--- src/rtl/core/gtts_pkg.sv ---
// ----------------------------------------------------------------------------
// Grouped timer task scheduler package
// Sizes, command codes, the slot record and the controller/datapath bundles.
// ----------------------------------------------------------------------------
package gtts_pkg;

    localparam int TASK_SLOTS  = 64;
    localparam int GROUP_COUNT = 16;
    localparam int MAX_FIRES   = 16;
    localparam int TIME_BITS   = 48;

    localparam int IDX_W      = $clog2(TASK_SLOTS);
    localparam int SCAN_W     = IDX_W + 1;
    localparam int FIRE_IDX_W = (MAX_FIRES > 1) ? $clog2(MAX_FIRES) : 1;
    localparam int FIRE_CNT_W = $clog2(MAX_FIRES + 1);

    localparam int CMD_W    = 3;
    localparam int SLOT_W   = 6;
    localparam int GROUP_W  = 4;
    localparam int PERIOD_W = 32;
    localparam int LIMIT_W  = 16;
    localparam int DRIFT_W  = 2;
    localparam int COUNT_W  = 7;
    localparam int TOTAL_W  = 32;

    localparam logic [CMD_W-1:0] CMD_SCHEDULE     = 3'd0;
    localparam logic [CMD_W-1:0] CMD_CANCEL       = 3'd1;
    localparam logic [CMD_W-1:0] CMD_CANCEL_GROUP = 3'd2;
    localparam logic [CMD_W-1:0] CMD_PAUSE_GROUP  = 3'd3;
    localparam logic [CMD_W-1:0] CMD_RESUME_GROUP = 3'd4;
    localparam logic [CMD_W-1:0] CMD_TICK         = 3'd5;

    localparam logic [DRIFT_W-1:0] DRIFT_CATCH_UP  = 2'd1;
    localparam logic [DRIFT_W-1:0] DRIFT_SKIP_LATE = 2'd2;

    typedef struct packed {
        logic                 paused;
        logic [TIME_BITS-1:0] due;
        logic [PERIOD_W-1:0]  period;
        logic                 repeats;
        logic                 limited;
        logic [LIMIT_W-1:0]   limit;
        logic [LIMIT_W-1:0]   runs;
        logic [GROUP_W-1:0]   group;
        logic [DRIFT_W-1:0]   drift;
    } rec_t;

    localparam int REC_W = $bits(rec_t);

    typedef struct packed {
        logic capture;
        logic sched;
        logic cancel;
        logic scan_start;
        logic scan_run;
        logic fire_calc;
        logic fire_wr;
        logic end_tick;
        logic set_more;
        logic emit_step;
    } ctl_t;

    typedef struct packed {
        logic [CMD_W-1:0] cmd;
        logic             scan_done;
        logic             best_valid;
        logic             fires_full;
        logic             emit_last;
    } sts_t;

    function automatic logic [TIME_BITS-1:0] sat_add(
        input logic [TIME_BITS-1:0] a,
        input logic [TIME_BITS-1:0] b
    );
        logic [TIME_BITS:0] s;
        s = {1'b0, a} + {1'b0, b};
        return s[TIME_BITS] ? {TIME_BITS{1'b1}} : s[TIME_BITS-1:0];
    endfunction

endpackage

--- src/rtl/core/gtts_ctrl.sv ---
// ----------------------------------------------------------------------------
// Scheduler controller
// Sequences dispatch, slot scans, firing and result delivery.
// ----------------------------------------------------------------------------
module gtts_ctrl (
    input  logic            clk,
    input  logic            rst_n,
    input  logic            in_valid,
    output logic            in_ready,
    output logic            out_valid,
    input  logic            out_ready,
    input  gtts_pkg::sts_t  sts,
    output gtts_pkg::ctl_t  ctl
);
    typedef enum logic [7:0] {
        ST_IDLE      = 8'b0000_0001,
        ST_DISPATCH  = 8'b0000_0010,
        ST_SCAN      = 8'b0000_0100,
        ST_DECIDE    = 8'b0000_1000,
        ST_FIRE_RD   = 8'b0001_0000,
        ST_FIRE_CALC = 8'b0010_0000,
        ST_FIRE_WR   = 8'b0100_0000,
        ST_EMIT      = 8'b1000_0000
    } state_t;

    state_t state_reg;
    state_t state_next;

    always_ff @(posedge clk or negedge rst_n)
    begin
        if (!rst_n)
        begin
            state_reg <= ST_IDLE;
        end
        else
        begin
            state_reg <= state_next;
        end
    end

    assign in_ready  = (state_reg == ST_IDLE);
    assign out_valid = (state_reg == ST_EMIT);

    always_comb
    begin
        state_next = state_reg;
        ctl        = '0;
        case (state_reg)
            ST_IDLE:
            begin
                if (in_valid)
                begin
                    ctl.capture = 1'b1;
                    state_next  = ST_DISPATCH;
                end
            end
            ST_DISPATCH:
            begin
                case (sts.cmd)
                    gtts_pkg::CMD_SCHEDULE:
                    begin
                        ctl.sched  = 1'b1;
                        state_next = ST_EMIT;
                    end
                    gtts_pkg::CMD_CANCEL:
                    begin
                        ctl.cancel = 1'b1;
                        state_next = ST_EMIT;
                    end
                    gtts_pkg::CMD_CANCEL_GROUP, gtts_pkg::CMD_PAUSE_GROUP,
                    gtts_pkg::CMD_RESUME_GROUP, gtts_pkg::CMD_TICK:
                    begin
                        ctl.scan_start = 1'b1;
                        state_next     = ST_SCAN;
                    end
                    default:
                    begin
                        state_next = ST_EMIT;
                    end
                endcase
            end
            ST_SCAN:
            begin
                ctl.scan_run = 1'b1;
                if (sts.scan_done)
                begin
                    state_next = (sts.cmd == gtts_pkg::CMD_TICK) ? ST_DECIDE : ST_EMIT;
                end
            end
            ST_DECIDE:
            begin
                if (!sts.best_valid)
                begin
                    ctl.end_tick = 1'b1;
                    state_next   = ST_EMIT;
                end
                else if (sts.fires_full)
                begin
                    // The cap was reached and one more task is still due.
                    ctl.set_more = 1'b1;
                    ctl.end_tick = 1'b1;
                    state_next   = ST_EMIT;
                end
                else
                begin
                    state_next = ST_FIRE_RD;
                end
            end
            ST_FIRE_RD:
            begin
                state_next = ST_FIRE_CALC;
            end
            ST_FIRE_CALC:
            begin
                ctl.fire_calc = 1'b1;
                state_next    = ST_FIRE_WR;
            end
            ST_FIRE_WR:
            begin
                ctl.fire_wr    = 1'b1;
                ctl.scan_start = 1'b1;
                state_next     = ST_SCAN;
            end
            ST_EMIT:
            begin
                if (out_ready)
                begin
                    if (sts.emit_last)
                    begin
                        state_next = ST_IDLE;
                    end
                    else
                    begin
                        ctl.emit_step = 1'b1;
                    end
                end
            end
            default:
            begin
                state_next = ST_IDLE;
            end
        endcase
    end
endmodule

--- config.mk ---
export PLATFORM = sky130hd
export DESIGN_NAME = gtts_ctrl
export DESIGN_NICKNAME = d
export VERILOG_FILES = /design/src/rtl/core/gtts_pkg.sv /design/src/rtl/core/gtts_ctrl.sv
export SDC_FILE = /design/constraint.sdc
export NUM_CORES = 1
export LEC_CHECK = 0
export ABC_AREA = 1
export BUFFER_PORTS_ARGS = -buffer_cell sky130_fd_sc_hd__buf_2
export CORE_AREA = 2 2 40 42
export CTS_CLUSTER_SIZE = 25
export DETAILED_ROUTE_END_ITERATION = 8
export DIE_AREA = 0 0 42 44
export PLACE_DENSITY = 0.8
export REMOVE_ABC_BUFFERS = 1
export SLEW_MARGIN = 10
export SYNTH_ARGS = -nofsm -noshare
export SYNTH_HDL_FRONTEND = slang
export SYNTH_SLANG_ARGS = --single-unit
export TNS_END_PERCENT = 1
--- constraint.sdc ---
create_clock -name clk -period 2.4 [get_ports clk]
set_input_delay 0.24 -clock clk [delete_from_list [all_inputs] [get_ports clk]]
set_output_delay 0.24 -clock clk [all_outputs]
set_load 0.1 [all_outputs]
==> results.sh <==
export IMPL_status="finished, final reports clean"
export IMPL_worstPathCellList="nor2_1 -> nand2_2 -> nor2_2 -> nand2_1 -> nor3_1 -> buf_2"
export IMPL_clk_pin_slew_worst_paths_ns=0.06
export IMPL_insertion_delay_ns=0.26
export IMPL_fin_crit_sh_pct=87.8
export IMPL_wirelength_mm=1.65
export IMPL_r2r_end="state_reg[3]$_DFFE_PN0P_"
export IMPL_ys_ff_latch=8
export IMPL_drv_slew=0
export IMPL_die_width_um=42
export IMPL_synth_top_area_share_pct=24.6
export IMPL_rows=14
export IMPL_power_share_combinational_pct=67.9
export IMPL_clk_path_buf_depth=2
export IMPL_slew_headroom_pct=67.9
export IMPL_cts_htree_levels=1
export IMPL_largest_reg_flops=8
export IMPL_crit_path_top_delay_cell="buf_2"
export IMPL_grt_pass1_vias=705
export IMPL_cts_setup_buffers=0
export IMPL_intPower_uw=386
export IMPL_diodes=0
export IMPL_gp_congestion=0.782
export IMPL_cts_tree="built"
export IMPL_setup_tns_ns=0
export IMPL_cp_data_arrival_time_ns=1.87
export IMPL_io_pins=23
export IMPL_setup_worst_path_end_class="primary output"
export IMPL_grt_max_degree=9
export IMPL_nNetsFinal=159
export IMPL_critPathMaxStageDelay_ns=0.45
export IMPL_drv_cap=0
export IMPL_hp_class="in2reg"
export IMPL_pwr_share_clk_pct=11.6
export IMPL_skew_ns=0.0111
export IMPL_final_cell_area_um2=877
export IMPL_critical_path_class="reg2out"
export IMPL_cp_top_family="simple AND/OR/NAND/NOR gates"
export IMPL_reg2reg_from="state_reg[0]$_DFFE_PN1P_"
export IMPL_max_freq_ghz=0.474
export IMPL_finalHoldViolations=0
export IMPL_critPathLaunchType="flop"
export IMPL_dr_total_vias=786
export IMPL_antenna_found_initial=0
export IMPL_fin_ws_ns=0.292
export IMPL_min_to="state_reg[4]$_DFFE_PN0P_"
export IMPL_syn_area_um2=711
export IMPL_placed_area_um2=841
export IMPL_pwr_share_seq_pct=20.5
export IMPL_rsz0062_at_grt="no"
export IMPL_mostFrequentLayoutCell="nand2_1"
export IMPL_hold_worst_slack_ns=0.174
export IMPL_die_h_um=44
export IMPL_ir_drop_mv=0.609
export IMPL_cp_num_buf_inv=1
export IMPL_syn_avg_cell_area_um2=5.92
export IMPL_path_max_fanout=4
export IMPL_synthTopCellsByArea="dfrtp_1 (25%), nand2_1 (20%), nor2_1 (14%)"
export IMPL_synth_top_cell_by_area="dfrtp_1"
export IMPL_drc=0
export IMPL_first_pass_iters=4
export IMPL_worst_r2r_cell_count=9
export IMPL_start_util_pct=50.1
export IMPL_drtAntennaViolNets=0
export IMPL_reg2reg_slack_ns=1.01
export IMPL_drt_initial_drc_count=10
export IMPL_hpwl_mm=1.39
export IMPL_wl_per_cell_um=10.1
export IMPL_port_buffers=22
export IMPL_fin_crit_ns=2.11
export IMPL_pre_cts_ws_ns=0.608
export IMPL_setup_viol=0
export IMPL_yosysUniqueCellTypes=18
export IMPL_core_area_um2=1420
export IMPL_crit_required_ns=2.16
export IMPL_cts_buffers=3
export IMPL_tightestPinTransition_ns=0.486
export IMPL_ys_warn_count=0
export IMPL_synth_cells=120
export IMPL_cts_root_buf="clkbuf_4"
export IMPL_grt_ovfl_total=0
export IMPL_power_switching_uw=577
export IMPL_areaGrowthSynthToFinish_pct=23.4
export IMPL_drive_above_1_share_pct=33.3
export IMPL_vias_per_cell=4.82
export IMPL_yosysSeqAreaShare_pct=28.3
export IMPL_final_cell_mix="nand2_1 (37), nor2_1 (27), buf_2 (22)"
export IMPL_switching_share_pct=59.9
export IMPL_track_usage_pct=20.7
export IMPL_dieArea_um2=1850
export IMPL_powerDensity_nw_per_um2=1100
export IMPL_leakage_nw=0.531
export IMPL_holdPathStages=2
export IMPL_grt_pass1_wl_mm=2.76
export IMPL_hold_path_startpoint="sts[1]"
export IMPL_cts_sinks=8
## worst max-delay path by stage
stage	end	slack [ns]	start	cells after the start
2_1_floorplan	ctl[8]	-0.75	state_reg[5]$_DFFE_PN0P_	5
3_3_place_gp	ctl[8]	0.67	state_reg[7]$_DFFE_PN0P_	6
3_5_place_dp	ctl[8]	0.61	state_reg[5]$_DFFE_PN0P_	6
4_1_cts	ctl[8]	0.32	state_reg[5]$_DFFE_PN0P_	6
5_1_grt	ctl[8]	0.23	state_reg[7]$_DFFE_PN0P_	6
6_report	ctl[8]	0.29	state_reg[5]$_DFFE_PN0P_	6
## metrics by stage
stage               cells  power [mW]  util (%)
finish                163       0.963      61.8
global route          163        1.04      61.8
CTS                   163       0.963      61.8
detailed placement    158       0.851      59.3
global placement      158       0.844      59.3
floorplan             120       0.747         -
## power groups by stage
stage	Sequential [mW]	Combinational [mW]	Clock [mW]
3_3_place_gp	0.197	0.647	0
4_1_cts	0.196	0.655	0.111
3_5_place_dp	0.198	0.652	0
6_report	0.197	0.654	0.112
5_1_grt	0.203	0.717	0.117
2_1_floorplan	0.194	0.553	0
## routing by layer
metal	vias up	track usage [%]	wire, um	share of wire [%]
met5	-	0	0	0
met4	0	13.5	52	3.1
met3	5	1.67	92	5.6
met2	32	37.8	800	48
met1	334	23.1	705	43
li1	415	-	-	-
## logic make-up after synthesis
logic type	count (synthesis)	synth area share, %
buffers and inverters	18	9.51
DFF	8	28.3
and+or+nand+nor	92	60.4
AOI/OAI and AO/OA	2	1.76
## cell type report
| class | instances | area (um^2) |
|---|---|---|
| Sequential cell | 8 | 201 |
| Inverter | 18 | 67.6 |
| Timing Repair Buffer | 23 | 120 |
| Fill cell | 135 | 542 |
| Clock buffer | 4 | 26.3 |
| Multi-Input combinational cell | 94 | 442 |
| Tap cell | 16 | 20.0 |
## Yosys cell counts
cell type / number
clkinv_1: 1
dfrtp_1: 7
dfstp_2: 1
inv_1: 10
inv_2: 7
nand2_1: 37
nand2_2: 5
nand2_4: 2
nand3_1: 6
nand3b_1: 1
nand3b_2: 1
nor2_1: 27
nor2_2: 6
nor2_4: 2
nor3_1: 4
o211ai_1: 1
o21ai_1: 1
or2_1: 1
## timing repair
action | 4_1_cts | 5_1_grt
hold buffers | 1 | 0
endpoints found under the hold margin | 7 | 0
gates resized for setup | 0 | 0
No activity file was read; power rests on OpenSTA's default activity.
